**src/design/assert_macros.svh**
```systemverilog
// Assertion helpers for the RTL files; lidar_sector_steering includes them.
`ifndef ASSERT_MACROS_SVH
`define ASSERT_MACROS_SVH
`ifndef SYNTH
`define ASSERT_IMPLY(label, clk, rst, a, b) \
  label: assert property (@(posedge clk) disable iff (rst) (a) |-> (b)) \
    else $error("same-cycle implication failed");
`define ASSERT_NEXT(label, clk, rst, a, b) \
  label: assert property (@(posedge clk) disable iff (rst) (a) |=> (b)) \
    else $error("next-cycle implication failed");
`else
`define ASSERT_IMPLY(label, clk, rst, a, b)
`define ASSERT_NEXT(label, clk, rst, a, b)
`endif
`endif

```
**src/design/lss_pkg.sv**
```systemverilog
`default_nettype none

package lss_pkg;

  localparam int CFG_IDX_W  = 3;
  localparam int CFG_DATA_W = 16;
  localparam int SCAN_W     = 13;
  localparam int DIST_CFG_W = 16;
  localparam int SPEED_W    = 12;
  localparam int RATE_W     = 13;
  localparam int MODE_W     = 2;
  localparam int MUL_B_W    = 14;

  localparam logic [CFG_IDX_W-1:0] CFG_SCAN_POINTS  = 3'd0;
  localparam logic [CFG_IDX_W-1:0] CFG_RANGE_MIN    = 3'd1;
  localparam logic [CFG_IDX_W-1:0] CFG_RANGE_MAX    = 3'd2;
  localparam logic [CFG_IDX_W-1:0] CFG_NEAR_LIMIT   = 3'd3;
  localparam logic [CFG_IDX_W-1:0] CFG_FAR_LIMIT    = 3'd4;
  localparam logic [CFG_IDX_W-1:0] CFG_SLOW_SPEED   = 3'd5;
  localparam logic [CFG_IDX_W-1:0] CFG_CRUISE_SPEED = 3'd6;

  localparam logic [SCAN_W-1:0]     RST_SCAN_POINTS  = 13'd360;
  localparam logic [DIST_CFG_W-1:0] RST_RANGE_MIN    = 16'd120;
  localparam logic [DIST_CFG_W-1:0] RST_RANGE_MAX    = 16'd12000;
  localparam logic [DIST_CFG_W-1:0] RST_NEAR_LIMIT   = 16'd1000;
  localparam logic [DIST_CFG_W-1:0] RST_FAR_LIMIT    = 16'd2000;
  localparam logic [SPEED_W-1:0]    RST_SLOW_SPEED   = 12'd200;
  localparam logic [SPEED_W-1:0]    RST_CRUISE_SPEED = 12'd500;

  localparam logic [MODE_W-1:0] MODE_NEAR  = 2'd0;
  localparam logic [MODE_W-1:0] MODE_OPEN  = 2'd1;
  localparam logic [MODE_W-1:0] MODE_CLEAR = 2'd2;

  // Direction scale is twice 6283 so that the divide by 2N rounds half up.
  localparam logic [MUL_B_W-1:0] DIR_SCALE2 = 14'd12566;
  localparam int DIR_OFFSET  = 1571;
  localparam int DEG_ROUND   = 180;
  localparam int DEG_FULL    = 360;
  localparam int MIN_POINTS  = 4;

  typedef enum logic [4:0] {
    S_IDLE   = 5'b00001,
    S_BWAIT  = 5'b00010,
    S_DSTART = 5'b00100,
    S_DWAIT  = 5'b01000,
    S_EMIT   = 5'b10000
  } state_t;

  typedef enum logic [1:0] {
    B_START  = 2'd0,
    B_STOP   = 2'd1,
    B_FSTART = 2'd2,
    B_FSTOP  = 2'd3
  } bound_t;

  function automatic logic [MUL_B_W-1:0] sector_deg(bound_t b);
    logic [MUL_B_W-1:0] deg;
    unique case (b)
      B_START:  deg = 14'd90;
      B_STOP:   deg = 14'd270;
      B_FSTART: deg = 14'd140;
      B_FSTOP:  deg = 14'd220;
      default:  deg = 14'd90;
    endcase
    return deg;
  endfunction

  function automatic bound_t next_bound(bound_t b);
    bound_t nb;
    unique case (b)
      B_START:  nb = B_STOP;
      B_STOP:   nb = B_FSTART;
      B_FSTART: nb = B_FSTOP;
      B_FSTOP:  nb = B_START;
      default:  nb = B_START;
    endcase
    return nb;
  endfunction

endpackage

`default_nettype wire

```
**src/design/lss_div.sv**
```systemverilog
`default_nettype none

module lss_div #(
  parameter int DIVD_W = 27,
  parameter int DIVS_W = 14
) (
  input  wire logic              clk,
  input  wire logic              rst,
  input  wire logic              div_start,
  input  wire logic [DIVD_W-1:0] dividend,
  input  wire logic [DIVS_W-1:0] divisor,
  output logic                   div_busy,
  output logic                   div_done,
  output logic [DIVD_W-1:0]      quotient
);

  localparam int CNT_W = $clog2(DIVD_W + 1);

  logic [CNT_W-1:0]  cnt;
  logic [DIVS_W-1:0] rem;
  logic [DIVS_W-1:0] dsr;
  logic [DIVS_W:0]   shifted;
  logic [DIVS_W:0]   diff;

  assign shifted = {rem, quotient[DIVD_W-1]};
  assign diff    = shifted - {1'b0, dsr};

  always_ff @(posedge clk) begin
    if (rst) begin
      div_busy <= 1'b0;
      div_done <= 1'b0;
      cnt      <= '0;
    end else begin
      div_done <= 1'b0;
      if (div_start) begin
        div_busy <= 1'b1;
        cnt      <= CNT_W'(DIVD_W);
      end else if (div_busy) begin
        cnt <= cnt - CNT_W'(1);
        if (cnt == CNT_W'(1)) begin
          div_busy <= 1'b0;
          div_done <= 1'b1;
        end
      end
    end
  end

  // One quotient bit per cycle, restoring form.
  always_ff @(posedge clk) begin
    if (div_start) begin
      rem      <= '0;
      dsr      <= divisor;
      quotient <= dividend;
    end else if (div_busy) begin
      if (!diff[DIVS_W]) begin
        rem      <= diff[DIVS_W-1:0];
        quotient <= {quotient[DIVD_W-2:0], 1'b1};
      end else begin
        rem      <= shifted[DIVS_W-1:0];
        quotient <= {quotient[DIVD_W-2:0], 1'b0};
      end
    end
  end

endmodule

`default_nettype wire

```
**src/design/lss_track.sv**
```systemverilog
`default_nettype none

module lss_track #(
  parameter int MAX_POINTS = 4096,
  parameter int DIST_WIDTH = 16,
  localparam int IDX_W     = $clog2(MAX_POINTS)
) (
  input  wire logic                           clk,
  input  wire logic                           rst,
  input  wire logic                           accept,
  input  wire logic [DIST_WIDTH-1:0]          range_mm,
  input  wire logic                           last_point,
  input  wire logic [lss_pkg::DIST_CFG_W-1:0] range_min_mm,
  input  wire logic [lss_pkg::DIST_CFG_W-1:0] range_max_mm,
  input  wire logic [IDX_W-1:0]               sec_start,
  input  wire logic [IDX_W-1:0]               sec_stop,
  input  wire logic [IDX_W-1:0]               front_start,
  input  wire logic [IDX_W-1:0]               front_stop,
  output logic [lss_pkg::DIST_CFG_W-1:0]      near_distance,
  output logic [IDX_W-1:0]                    near_index,
  output logic [IDX_W-1:0]                    far_index
);

  localparam int DW    = lss_pkg::DIST_CFG_W;
  localparam int CMP_W = (DIST_WIDTH > DW) ? DIST_WIDTH : DW;

  logic [IDX_W-1:0] point_index;
  logic [DW-1:0]    far_distance;
  logic [CMP_W-1:0] range_ext;
  logic             sample_ok;
  logic             scan_first;
  logic [DW-1:0]    base_far_dist;
  logic [DW-1:0]    base_near_dist;
  logic [IDX_W-1:0] base_far_idx;
  logic [IDX_W-1:0] base_near_idx;
  logic             take_far;
  logic             take_near;

  assign range_ext  = CMP_W'(range_mm);
  assign sample_ok  = (range_ext >= CMP_W'(range_min_mm)) &&
                      (range_ext <= CMP_W'(range_max_mm));
  assign scan_first = (point_index == '0);

  // The first sample of a scan compares against fresh starting values.
  assign base_far_dist  = scan_first ? '0 : far_distance;
  assign base_far_idx   = scan_first ? sec_start : far_index;
  assign base_near_dist = scan_first ? range_max_mm : near_distance;
  assign base_near_idx  = scan_first ? sec_start : near_index;

  assign take_far  = sample_ok && (point_index >= sec_start) && (point_index < sec_stop) &&
                     (range_ext > CMP_W'(base_far_dist));
  assign take_near = sample_ok && (point_index >= front_start) &&
                     (point_index < front_stop) && (range_ext < CMP_W'(base_near_dist));

  always_ff @(posedge clk) begin
    if (rst) begin
      point_index <= '0;
    end else if (accept) begin
      if (last_point) begin
        point_index <= '0;
      end else if (point_index != IDX_W'(MAX_POINTS - 1)) begin
        point_index <= point_index + IDX_W'(1);
      end
    end
  end

  always_ff @(posedge clk) begin
    if (accept) begin
      far_distance  <= take_far ? range_ext[DW-1:0] : base_far_dist;
      far_index     <= take_far ? point_index : base_far_idx;
      near_distance <= take_near ? range_ext[DW-1:0] : base_near_dist;
      near_index    <= take_near ? point_index : base_near_idx;
    end
  end

endmodule

`default_nettype wire

```
**src/design/lidar_sector_steering.sv**
```systemverilog
// Lidar sector steering. Range samples arrive as requests on the input channel
// (in_valid/in_ready), one per sample, indexed from zero by an internal counter;
// last_point closes the scan. A sample that is not the last of its scan leaves
// in_ready high unless scan_points is written, so the next request may follow in
// the next cycle. The last sample starts one direction divide on the shared
// shift-subtract divider, which forms a DIVD_W-bit quotient (DIVD_W is
// clog2(MAX_POINTS + 1) + 14); the steering request then goes to the output
// channel, and in_ready stays low until it is placed in the output register.
// The output register holds a request until out_ready takes it; while it waits,
// further non-last samples are still accepted, and a finished scan waits for it.
// Configuration writes on cfg_write/cfg_index/cfg_data take effect at once.
// After reset, and after every write of scan_points, the four sector bounds are
// recomputed on the same divider, one after another, with in_ready low.
// Reset loads the default configuration, empties the output register and
// restarts the sample counter.
`default_nettype none
`include "assert_macros.svh"

module lidar_sector_steering #(
  parameter int MAX_POINTS = 4096,
  parameter int DIST_WIDTH = 16
) (
  input  wire logic                           clk,
  input  wire logic                           rst,
  input  wire logic                           cfg_write,
  input  wire logic [lss_pkg::CFG_IDX_W-1:0]  cfg_index,
  input  wire logic [lss_pkg::CFG_DATA_W-1:0] cfg_data,
  input  wire logic                           in_valid,
  output logic                                in_ready,
  input  wire logic [DIST_WIDTH-1:0]          range_mm,
  input  wire logic                           last_point,
  output logic                                out_valid,
  input  wire logic                           out_ready,
  output logic [lss_pkg::SPEED_W-1:0]         linear_speed_mm_s,
  output logic signed [lss_pkg::RATE_W-1:0]   angular_rate_mrad_s,
  output logic [lss_pkg::MODE_W-1:0]          steer_mode,
  output logic [lss_pkg::DIST_CFG_W-1:0]      front_min_mm
);

  localparam int IDX_W  = $clog2(MAX_POINTS);
  localparam int N_W    = $clog2(MAX_POINTS + 1);
  localparam int DIVD_W = N_W + lss_pkg::MUL_B_W;
  localparam int DIVS_W = (N_W + 1 > 9) ? N_W + 1 : 9;
  localparam int EXT_W  = (N_W > lss_pkg::SCAN_W) ? N_W : lss_pkg::SCAN_W;
  localparam int QS_W   = DIVD_W + 1;
  localparam int DW     = lss_pkg::DIST_CFG_W;
  localparam int SW     = lss_pkg::SPEED_W;

  logic [lss_pkg::SCAN_W-1:0] cfg_scan_points;
  logic [DW-1:0]              cfg_range_min;
  logic [DW-1:0]              cfg_range_max;
  logic [DW-1:0]              cfg_near_limit;
  logic [DW-1:0]              cfg_far_limit;
  logic [SW-1:0]              cfg_slow_speed;
  logic [SW-1:0]              cfg_cruise_speed;

  lss_pkg::state_t state;
  lss_pkg::state_t state_next;
  lss_pkg::bound_t bsel;
  logic            dirty;
  logic [lss_pkg::MODE_W-1:0] mode;
  logic [lss_pkg::MODE_W-1:0] mode_calc;

  logic [IDX_W-1:0] sec_start;
  logic [IDX_W-1:0] sec_stop;
  logic [IDX_W-1:0] front_start;
  logic [IDX_W-1:0] front_stop;
  logic [DW-1:0]    near_distance;
  logic [IDX_W-1:0] near_index;
  logic [IDX_W-1:0] far_index;

  logic [EXT_W-1:0] sp_ext;
  logic [N_W-1:0]   n_eff;
  logic [IDX_W-1:0] sel_idx;
  logic [IDX_W-1:0] off;

  logic                     accept;
  logic                     bound_go;
  logic                     bound_next;
  logic                     dir_op;
  logic                     div_start;
  logic                     div_busy;
  logic                     div_done;
  logic [DIVD_W-1:0]        quotient;
  logic [N_W-1:0]           mul_a;
  logic [lss_pkg::MUL_B_W-1:0] mul_b;
  logic [DIVD_W-1:0]        mul_add;
  logic [DIVD_W-1:0]        dividend;
  logic [DIVS_W-1:0]        divisor;

  logic signed [QS_W-1:0] dir_val;
  logic signed [QS_W-1:0] half_val;
  logic signed [QS_W-1:0] rate_full;
  logic                   emit;

  // Configuration registers.
  always_ff @(posedge clk) begin
    if (rst) begin
      cfg_scan_points  <= lss_pkg::RST_SCAN_POINTS;
      cfg_range_min    <= lss_pkg::RST_RANGE_MIN;
      cfg_range_max    <= lss_pkg::RST_RANGE_MAX;
      cfg_near_limit   <= lss_pkg::RST_NEAR_LIMIT;
      cfg_far_limit    <= lss_pkg::RST_FAR_LIMIT;
      cfg_slow_speed   <= lss_pkg::RST_SLOW_SPEED;
      cfg_cruise_speed <= lss_pkg::RST_CRUISE_SPEED;
    end else if (cfg_write) begin
      unique case (cfg_index)
        lss_pkg::CFG_SCAN_POINTS:  cfg_scan_points  <= cfg_data[lss_pkg::SCAN_W-1:0];
        lss_pkg::CFG_RANGE_MIN:    cfg_range_min    <= cfg_data[DW-1:0];
        lss_pkg::CFG_RANGE_MAX:    cfg_range_max    <= cfg_data[DW-1:0];
        lss_pkg::CFG_NEAR_LIMIT:   cfg_near_limit   <= cfg_data[DW-1:0];
        lss_pkg::CFG_FAR_LIMIT:    cfg_far_limit    <= cfg_data[DW-1:0];
        lss_pkg::CFG_SLOW_SPEED:   cfg_slow_speed   <= cfg_data[SW-1:0];
        lss_pkg::CFG_CRUISE_SPEED: cfg_cruise_speed <= cfg_data[SW-1:0];
        default: ;
      endcase
    end
  end

  assign sp_ext = EXT_W'(cfg_scan_points);

  always_comb begin
    priority if (sp_ext < EXT_W'(lss_pkg::MIN_POINTS)) begin
      n_eff = N_W'(lss_pkg::MIN_POINTS);
    end else if (sp_ext > EXT_W'(MAX_POINTS)) begin
      n_eff = N_W'(MAX_POINTS);
    end else begin
      n_eff = N_W'(sp_ext);
    end
  end

  assign in_ready = (state == lss_pkg::S_IDLE) && !dirty;
  assign accept   = in_valid && in_ready;

  lss_track #(
    .MAX_POINTS (MAX_POINTS),
    .DIST_WIDTH (DIST_WIDTH)
  ) u_track (
    .clk           (clk),
    .rst           (rst),
    .accept        (accept),
    .range_mm      (range_mm),
    .last_point    (last_point),
    .range_min_mm  (cfg_range_min),
    .range_max_mm  (cfg_range_max),
    .sec_start     (sec_start),
    .sec_stop      (sec_stop),
    .front_start   (front_start),
    .front_stop    (front_stop),
    .near_distance (near_distance),
    .near_index    (near_index),
    .far_index     (far_index)
  );

  always_comb begin
    priority if (near_distance <= cfg_near_limit) begin
      mode_calc = lss_pkg::MODE_NEAR;
    end else if (near_distance <= cfg_far_limit) begin
      mode_calc = lss_pkg::MODE_OPEN;
    end else begin
      mode_calc = lss_pkg::MODE_CLEAR;
    end
  end

  assign sel_idx = (mode_calc == lss_pkg::MODE_NEAR) ? near_index : far_index;
  assign off     = (sel_idx >= sec_start) ? sel_idx - sec_start : '0;

  // Divider operands: sector bound is (deg * N + 180) / 360, direction is
  // (off * 12566 + N) / (2 * N). Both share one multiplier in front of the divider.
  assign bound_go   = (state == lss_pkg::S_IDLE) && dirty;
  assign bound_next = (state == lss_pkg::S_BWAIT) && div_done && (bsel != lss_pkg::B_FSTOP);
  assign dir_op     = (state == lss_pkg::S_DSTART);
  assign div_start  = bound_go || bound_next || dir_op;

  assign mul_a    = dir_op ? N_W'(off) : n_eff;
  assign mul_b    = dir_op ? lss_pkg::DIR_SCALE2 :
                    lss_pkg::sector_deg(bound_go ? lss_pkg::B_START :
                                        lss_pkg::next_bound(bsel));
  assign mul_add  = dir_op ? DIVD_W'(n_eff) : DIVD_W'(lss_pkg::DEG_ROUND);
  assign dividend = DIVD_W'(mul_a) * DIVD_W'(mul_b) + mul_add;
  assign divisor  = dir_op ? DIVS_W'({n_eff, 1'b0}) : DIVS_W'(lss_pkg::DEG_FULL);

  lss_div #(
    .DIVD_W (DIVD_W),
    .DIVS_W (DIVS_W)
  ) u_div (
    .clk       (clk),
    .rst       (rst),
    .div_start (div_start),
    .dividend  (dividend),
    .divisor   (divisor),
    .div_busy  (div_busy),
    .div_done  (div_done),
    .quotient  (quotient)
  );

  assign emit = (state == lss_pkg::S_EMIT) && (!out_valid || out_ready);

  always_comb begin
    state_next = state;
    unique case (state)
      lss_pkg::S_IDLE: begin
        if (dirty) begin
          state_next = lss_pkg::S_BWAIT;
        end else if (accept && last_point) begin
          state_next = lss_pkg::S_DSTART;
        end
      end
      lss_pkg::S_BWAIT: begin
        if (div_done && (bsel == lss_pkg::B_FSTOP)) begin
          state_next = lss_pkg::S_IDLE;
        end
      end
      lss_pkg::S_DSTART: state_next = lss_pkg::S_DWAIT;
      lss_pkg::S_DWAIT: begin
        if (div_done) begin
          state_next = lss_pkg::S_EMIT;
        end
      end
      lss_pkg::S_EMIT: begin
        if (emit) begin
          state_next = lss_pkg::S_IDLE;
        end
      end
      default: state_next = lss_pkg::S_IDLE;
    endcase
  end

  always_ff @(posedge clk) begin
    if (rst) begin
      state <= lss_pkg::S_IDLE;
      dirty <= 1'b1;
      bsel  <= lss_pkg::B_START;
    end else begin
      state <= state_next;
      if (cfg_write && (cfg_index == lss_pkg::CFG_SCAN_POINTS)) begin
        dirty <= 1'b1;
      end else if (bound_go) begin
        dirty <= 1'b0;
      end
      if (bound_go) begin
        bsel <= lss_pkg::B_START;
      end else if (bound_next) begin
        bsel <= lss_pkg::next_bound(bsel);
      end
    end
  end

  always_ff @(posedge clk) begin
    if ((state == lss_pkg::S_BWAIT) && div_done) begin
      unique case (bsel)
        lss_pkg::B_START:  sec_start   <= quotient[IDX_W-1:0];
        lss_pkg::B_STOP:   sec_stop    <= quotient[IDX_W-1:0];
        lss_pkg::B_FSTART: front_start <= quotient[IDX_W-1:0];
        lss_pkg::B_FSTOP:  front_stop  <= quotient[IDX_W-1:0];
        default: ;
      endcase
    end
    if (dir_op) begin
      mode <= mode_calc;
    end
  end

  // Direction in mrad, then the turn rate for the chosen mode.
  assign dir_val  = $signed({1'b0, quotient}) - $signed(QS_W'(lss_pkg::DIR_OFFSET));
  assign half_val = (dir_val + $signed({{(QS_W - 1){1'b0}}, dir_val[QS_W-1]})) >>> 1;

  always_comb begin
    unique case (mode)
      lss_pkg::MODE_NEAR: rate_full = -dir_val;
      lss_pkg::MODE_OPEN: rate_full = half_val;
      default:            rate_full = '0;
    endcase
  end

  always_ff @(posedge clk) begin
    if (rst) begin
      out_valid <= 1'b0;
    end else if (emit) begin
      out_valid <= 1'b1;
    end else if (out_ready) begin
      out_valid <= 1'b0;
    end
  end

  always_ff @(posedge clk) begin
    if (emit) begin
      linear_speed_mm_s   <= (mode == lss_pkg::MODE_NEAR) ? cfg_slow_speed : cfg_cruise_speed;
      angular_rate_mrad_s <= rate_full[lss_pkg::RATE_W-1:0];
      steer_mode          <= mode;
      front_min_mm        <= near_distance;
    end
  end

  `ASSERT_NEXT(a_last_starts_dir, clk, rst, accept && last_point, state == lss_pkg::S_DSTART)
  `ASSERT_IMPLY(a_dwait_div_active, clk, rst, state == lss_pkg::S_DWAIT, div_busy || div_done)
  `ASSERT_NEXT(a_points_write_blocks, clk, rst, cfg_write && (cfg_index == lss_pkg::CFG_SCAN_POINTS), !in_ready)
  `ASSERT_IMPLY(a_out_from_emit, clk, rst, $rose(out_valid), $past(state == lss_pkg::S_EMIT))

endmodule

`default_nettype wire
```
**config.mk**
```make
export PLATFORM = sky130hd
export DESIGN_NAME = lidar_sector_steering
export DESIGN_NICKNAME = d
export VERILOG_FILES = /design/src/design/lss_pkg.sv /design/src/design/lss_div.sv /design/src/design/lss_track.sv /design/src/design/lidar_sector_steering.sv
export VERILOG_INCLUDE_DIRS = /design/src /design/src/design
export SDC_FILE = /design/constraint.sdc
export NUM_CORES = 1
export LEC_CHECK = 0
export BUFFER_PORTS_ARGS = -buffer_cell sky130_fd_sc_hd__buf_2
export CAP_MARGIN = 20
export CORE_MARGIN = 5
export CORE_UTILIZATION = 55
export CTS_CLUSTER_DIAMETER = 60
export DETAILED_ROUTE_END_ITERATION = 10
export HOLD_SLACK_MARGIN = 0.12
export PLACE_DENSITY = 0.72
export REMOVE_ABC_BUFFERS = 1
export SLEW_MARGIN = 20
export SYNTH_ARGS = -nofsm -noshare
export SYNTH_HDL_FRONTEND = slang
export SYNTH_SLANG_ARGS = --single-unit
```
**constraint.sdc**
```tcl
create_clock -name clk -period 14.3 [get_ports clk]
set_input_delay 4.29 -clock clk [delete_from_list [all_inputs] [get_ports clk]]
set_output_delay 4.29 -clock clk [all_outputs]
set_load 0.005 [all_outputs]
```
# Yosys cells after proc, flatten, opt, wreduce, memory -nomap -nowiden
# Index checks and enable logic that the tools add are counted.
[classes] add_sub_neg=8 n_bitwise=1 magnitude_cmp=13 n_mux=41 multipliers=1 n_eq_ne=25 n_reduce_logical=51
[op_table] cell="2-to-1 mux 12 bit" count=8
[op_table] cell="2-to-1 mux 16 bit" count=4
[op_table] cell="one-hot mux 14 bit (4 select lines)" count=1
[op_table] cell="2-to-1 mux 27 bit" count=2
[op_table] cell="2-to-1 mux 13 bit" count=4
[op_table] cell="<= comparator 16 bit" count=3
[op_table] cell="greater-or-equal comparator 12 bit" count=3
[op_table] cell="2-to-1 mux 5 bit" count=7
[op_table] cell="2-to-1 mux 14 bit" count=2
[op_table] cell="AND reduction 2 bit" count=14
[op_table] cell="subtractor 27 x 11 -> 28 bit, second input constant" count=1
[op_table] cell="adder 27 x 13 -> 27 bit" count=1
[op_table] cell="multiplier 13 x 14 -> 27 bit" count=1
[op_table] cell="one-hot mux 13 bit (2 select lines)" count=1
[op_table] cell="one-hot mux 5 bit (5 select lines)" count=1
[op_table] cell="< comparator 12 bit" count=2
[op_table] cell="greater-or-equal comparator 16 bit" count=1
[op_table] cell="> comparator 16 bit" count=1
[op_table] cell="logical AND 1 bit" count=16
[op_table] cell="< comparator 16 bit" count=1
[op_table] cell="subtractor 15 x 14 -> 15 bit" count=1
[op_table] cell="adder 14 x 2 -> 14 bit" count=1
[op_table] cell="> comparator 13 bit, second input constant" count=1
[op_table] cell="< comparator 13 x 3 -> 1 bit, second input constant" count=1
[op_table] cell="other kinds (31)" count=62
[word_totals] elab_cells=173 reg_bits=333 in_bits=41

# Depth between registers and ports, before layout
[logic_depth] ltp_word=11 mapped_depth=44 depth_no_buf=42

# By module
# A second synthesis with hierarchy kept.
[hier_totals] hier_cells=2492 area_unflattened_um2=23904.2
[modules_own_cells] module="lidar_sector_steering" instances=1 seq_area_each_um2=4994.8 cells_per_inst=1602 area_per_inst_um2=14864.3
[modules_own_cells] module="lss_track" instances=1 seq_area_each_um2=1921.8 cells_per_inst=605 area_per_inst_um2=5793.1
[modules_own_cells] module="lss_div" instances=1 seq_area_each_um2=1651.6 cells_per_inst=285 area_per_inst_um2=3246.9

# Worst setup path after synthesis
# Ideal clock, no wire load.
[synth_path] kind="reg-to-reg" startpoint="register u_track.near_distance[1] in the netlist's numbering" endpoint="register u_div.quotient[25], data pin" setup_ns=0.135 period_less_slack_ns=9.565 t_arrival_ns=9.430 path_slack_ns=4.735 path_stages_with_launch=40 required_time_ns=14.165 cell_sequence="edfxtp_1 ha_1 nor2b_1 o21a_1 o21ai_1 nand2b_1 a211oi_1 o211ai_1 a221oi_2 buf_2 mux2_1 fa_1 a21o_1 a21oi_1 o21ai_1 a311oi_1 o21a_1 nor2_1 (+4 left out) inv_1 fa_1 fa_1 inv_1 fa_1 fa_1 inv_1 fa_1 inv_1 ha_1 and4_1 nand2_1 a211oi_1 nor3_1 o31ai_1 a41oi_1 or4_1 nand3_1"
[synth_via] elab_chain_len=11 word_cells_on_any_way=13 classes_between="2 x add/sub; 1 x mul; 3 x order compare; 6 x mux; 1 x reduce/logical"
[synth_lines] element="from (decl)" line_no="lss_track.sv:19" rtl="output logic [lss_pkg::DIST_CFG_W-1:0] near_distance,"
[synth_lines] element="from (signal assigned)" line_no="lss_track.sv:71" rtl="near_distance <= take_near ? range_ext[DW-1:0] : base_near_dist;"
[synth_lines] element="<= comparator 16 bit" line_no="lidar_sector_steering.sv:158" rtl="end else if (near_distance <= cfg_far_limit) begin"
[synth_lines] element="2-to-1 mux 2 bit" line_no="lidar_sector_steering.sv:158"
[synth_lines] element="2-to-1 mux 2 bit *" line_no="lidar_sector_steering.sv:156" rtl="priority if (near_distance <= cfg_near_limit) begin"
[synth_lines] element="zero test 2 bit *" line_no="lidar_sector_steering.sv:165" rtl="assign sel_idx = (mode_calc == lss_pkg::MODE_NEAR) ? near_index : far_index;"
[synth_lines] element="2-to-1 mux 12 bit *" line_no="lidar_sector_steering.sv:165"
[synth_lines] element="subtractor 12 bit / greater-or-equal comparator 12 bit (equally long branches)" line_no="lidar_sector_steering.sv:166" rtl="assign off = (sel_idx >= sec_start) ? sel_idx - sec_start : '0;"
[synth_lines] element="2-to-1 mux 12 bit *" line_no="lidar_sector_steering.sv:166"
[synth_lines] element="2-to-1 mux 13 bit *" line_no="lidar_sector_steering.sv:175" rtl="assign mul_a = dir_op ? N_W'(off) : n_eff;"
[synth_lines] element="multiplier 13 x 14 -> 27 bit *" line_no="lidar_sector_steering.sv:180" rtl="assign dividend = DIVD_W'(mul_a) * DIVD_W'(mul_b) + mul_add;"
[synth_lines] element="adder 27 x 13 -> 27 bit *" line_no="lidar_sector_steering.sv:180"
[synth_lines] element="2-to-1 mux 27 bit *" line_no="lss_div.sv:50" rtl="if (div_start) begin"
[synth_lines] element="to (signal assigned)" line_no="lss_div.sv:53" rtl="quotient <= dividend;"
[synth_lines] element="to (signal assigned)" line_no="lss_div.sv:57" rtl="quotient <= {quotient[DIVD_W-2:0], 1'b1};"
[synth_lines] element="to (signal assigned)" line_no="lss_div.sv:60" rtl="quotient <= {quotient[DIVD_W-2:0], 1'b0};"
[synth_lines] element="to (decl)" line_no="lss_div.sv:14" rtl="output logic [DIVD_W-1:0] quotient"
# Mark *: on every way between the ends. The rest lies on a longest branch, timed or not.
# A chain may end at the register's enable or synchronous reset.

# Worst setup path after layout
[layout_path] startpoint="register u_track.near_distance[9] in the netlist's numbering" endpoint="register u_div.quotient[25], data pin"
# Same word-level chain as after synthesis.

==> flow_summary.json <==
{
  "status": "finished clean",
  "worst_pin_slew_ns": 1.14,
  "first_global_vias": 18297,
  "drtIter0Drc": 1500,
  "layout_common_cells": "302 x ha_1, 288 x inv_1, 282 x nand2_1, 201 x nor2_1, 189 x edfxtp_1",
  "avgRoutedWirePerCell_um": 19.5,
  "cts-root-buf": "clkbuf_16",
  "synthArstFlopShare": 0,
  "synth_area_leaders": "edfxtp_1 24%, ha_1 16%, dfxtp_1 12%",
  "die_x_um": 217,
  "clkTransAtPathRegs_ns": 0.06,
  "period_share": 0.752,
  "dieArea_sq_mm": 0.0472,
  "tns_ns": 0,
  "cts_setup_buffers": 0,
  "r2r_slack_ns": 3.54,
  "synth_top_area_cell": "edfxtp_1",
  "path_max_fanout": 20,
  "die_h_um": 217,
  "syn_inst": 2476,
  "crit_slowest_cell": "nor2_1",
  "clockBufferDepth": 3,
  "fin_skew_ns": 0.0214,
  "placed_area_sq_mm": 0.0245,
  "ios": 86,
  "layout_commonest_cell": "ha_1",
  "drive_above_1_share": 0.0855,
  "clock.fmax_mhz": 93.0,
  "rsz0062_at_grt": "no",
  "synth_area_sq_mm": 0.0236,
  "post_cts_resized": 0,
  "setup_viol": 0,
  "fin_nets": 2964,
  "cpMostUsedCell": "fa_1",
  "ys.flop_type": "edfxtp_1",
  "cpPeakStageDelay_ns": 0.82,
  "syn2layout_area_growth_pct": 9.99,
  "grt_util_all_layers": 0.257,
  "hold_viol": 0,
  "final_antenna_net_count": 0,
  "synth_edf_count": 189,
  "worstSetupStartpointType": "flop",
  "clock-sinks": 332,
  "antenna_found_initial": 2,
  "r2r-end": "u_div.quotient[25]",
  "via_count": 18370,
  "synthDistinctLibCells": 87,
  "avgSynthCellArea_sq_um": 9.54,
  "peakVddDrop_v": 0.000169,
  "drt-total-wl_um": 60900,
  "finalMaxSlewViolations": 0,
  "p_leak_nw": 11.8,
  "numPortBuffers": 85,
  "cp-startpoint": "u_track.near_distance[9]",
  "viasPerCell": 5.89,
  "cp_data_arrival_time_ns": 11.19,
  "numCtsBuffers": 40,
  "drt_first_pass_iters": 6,
  "grt_start_max_net_pins": 72,
  "dpl.hpwl_um": 45100,
  "start_util": 0.552,
  "core-area_sq_mm": 0.0428,
  "drv_cap": 0,
  "synth-seq-area-share": 0.362,
  "powerDensity_mw_per_mm2": 167,
  "rr_worst_depth": 37,
  "worstPathRequired_ns": 14.73,
  "netlist.area_leader.share": 0.240,
  "ys_seq_elements": 332,
  "path_class": "flop to flop",
  "remaining_drc_errors": 0,
  "min_period_ns": 10.76,
  "cts_tree": "built",
  "htree_levels": 2,
  "r2r_start": "u_track.near_distance[9]",
  "crit_end": "u_div.quotient[25]",
  "relSlewSlack": 0.237,
  "ctsHoldBuffers": 0,
  "holdCritPathClass": "flop to flop",
  "synth_warnings": 0,
  "grt_pass1_wl_um": 97300,
  "overflow": 0,
  "diodes": 0,
  "rows": 76,
  "whs_ns": 0.452,
  "gp_congestion": 0.971,
  "stdcell_area_sq_mm": 0.0260,
  "clk_latency_ns": 0.57,
  "endpoint_kind": "flop"
}
## routing by layer
layer  wire length, um  track usage  vias to the layer above
li1                  -            -                     8708
met1             25900        0.345                     8894
met2             28600        0.419                      615
met3              4160       0.0467                      151
met4              2160       0.0940                        2
met5                13            0                        -
## layout make-up
class | instances | area (sq um)
clock buffers | 53 | 1120
clock inverters | 21 | 287
fillers | 3602 | 16800
inverters | 290 | 1090
multi-input cells | 1775 | 13700
flip-flops and latches | 332 | 8540
well taps | 546 | 683
repair buffers | 103 | 576
## registers in the layout, summed over array words and instances, names as in the netlist, 16 cells and up
name / count
u_div.quotient: 27
cfg_far_limit: 16
cfg_near_limit: 16
cfg_range_max: 16
cfg_range_min: 16
front_min_mm: 16
u_track.far_distance: 16
u_track.near_distance: 16
## where the power goes
group	switching (W)	total, W	internal (W)
clock	0.000429	0.00110	0.000667
combinational	0.00115	0.00191	0.000757
sequential	0.000144	0.00132	0.00118
total	0.00173	0.00433	0.00260
## through the flow
step,util,instances,setup WS (ns),total power (W)
2_1_floorplan,-,2397,4.41,0.00268
3_3_place_gp,0.574,3045,3.88,0.00319
3_5_place_dp,0.574,3045,3.71,0.00324
4_1_cts,0.606,3119,3.66,0.00434
5_1_grt,0.607,3120,2.91,0.00464
6_report,0.607,3120,3.54,0.00433
## cell families (layout without fill, tap and decap cells)
family | Yosys count | in the layout | share of synthesized area
AND/OR/NAND/NOR | 753 | 753 | 0.150
AO/OA/AOI/OAI | 451 | 451 | 0.122
adder cells (fa/ha/maj) | 381 | 381 | 0.227
buffers and inverters | 370 | 467 | 0.0607
flip-flops | 332 | 332 | 0.362
multiplexers | 97 | 97 | 0.0438
XOR/XNOR | 91 | 91 | 0.0347
other | 1 | 2 | 0.000159
## critical path: cells and delay by family, from the launching register on
kind	cells	cell delay, ns
AO/OA/AOI/OAI	15	3.09
adder cells (fa/ha/maj)	9	4.07
buffers and inverters	4	0.44
flip-flops	1	0.44
multiplexers	1	0.37
AND/OR/NAND/NOR	8	2.21
## how the worst min path moves through the flow
stage / start / to / slack [ns] / cells past startpoint
floorplan: cfg_slow_speed[0] / cfg_slow_speed[0] / 0.43 / 2
global placement: cfg_cruise_speed[1] / cfg_cruise_speed[1] / 0.44 / 2
detailed placement: cfg_near_limit[2] / cfg_near_limit[2] / 0.45 / 2
CTS: cfg_cruise_speed[0] / cfg_cruise_speed[0] / 0.45 / 2
global route: cfg_range_min[8] / cfg_range_min[8] / 0.47 / 2
finish: cfg_cruise_speed[0] / cfg_cruise_speed[0] / 0.45 / 2
## cells in the mapped netlist (25+ instances only)
| cell type | instances |
|---|---|
| nand2_1 | 282 |
| nand4_1 | 32 |
| a21o_1 | 51 |
| a21oi_1 | 181 |
| a211oi_1 | 25 |
| nor3_1 | 32 |
| and2_1 | 26 |
| ha_1 | 302 |
| nor2b_1 | 28 |
| fa_1 | 79 |
| nand3_1 | 36 |
| xnor2_1 | 53 |
| edfxtp_1 | 189 |
| mux2i_1 | 46 |
| mux2_1 | 33 |
| o21ai_0 | 59 |
| nor2_1 | 203 |
| clkbuf_1 | 55 |
| dfxtp_1 | 143 |
| xor2_1 | 35 |
| inv_1 | 288 |
(Power assumes the default switching activity.)
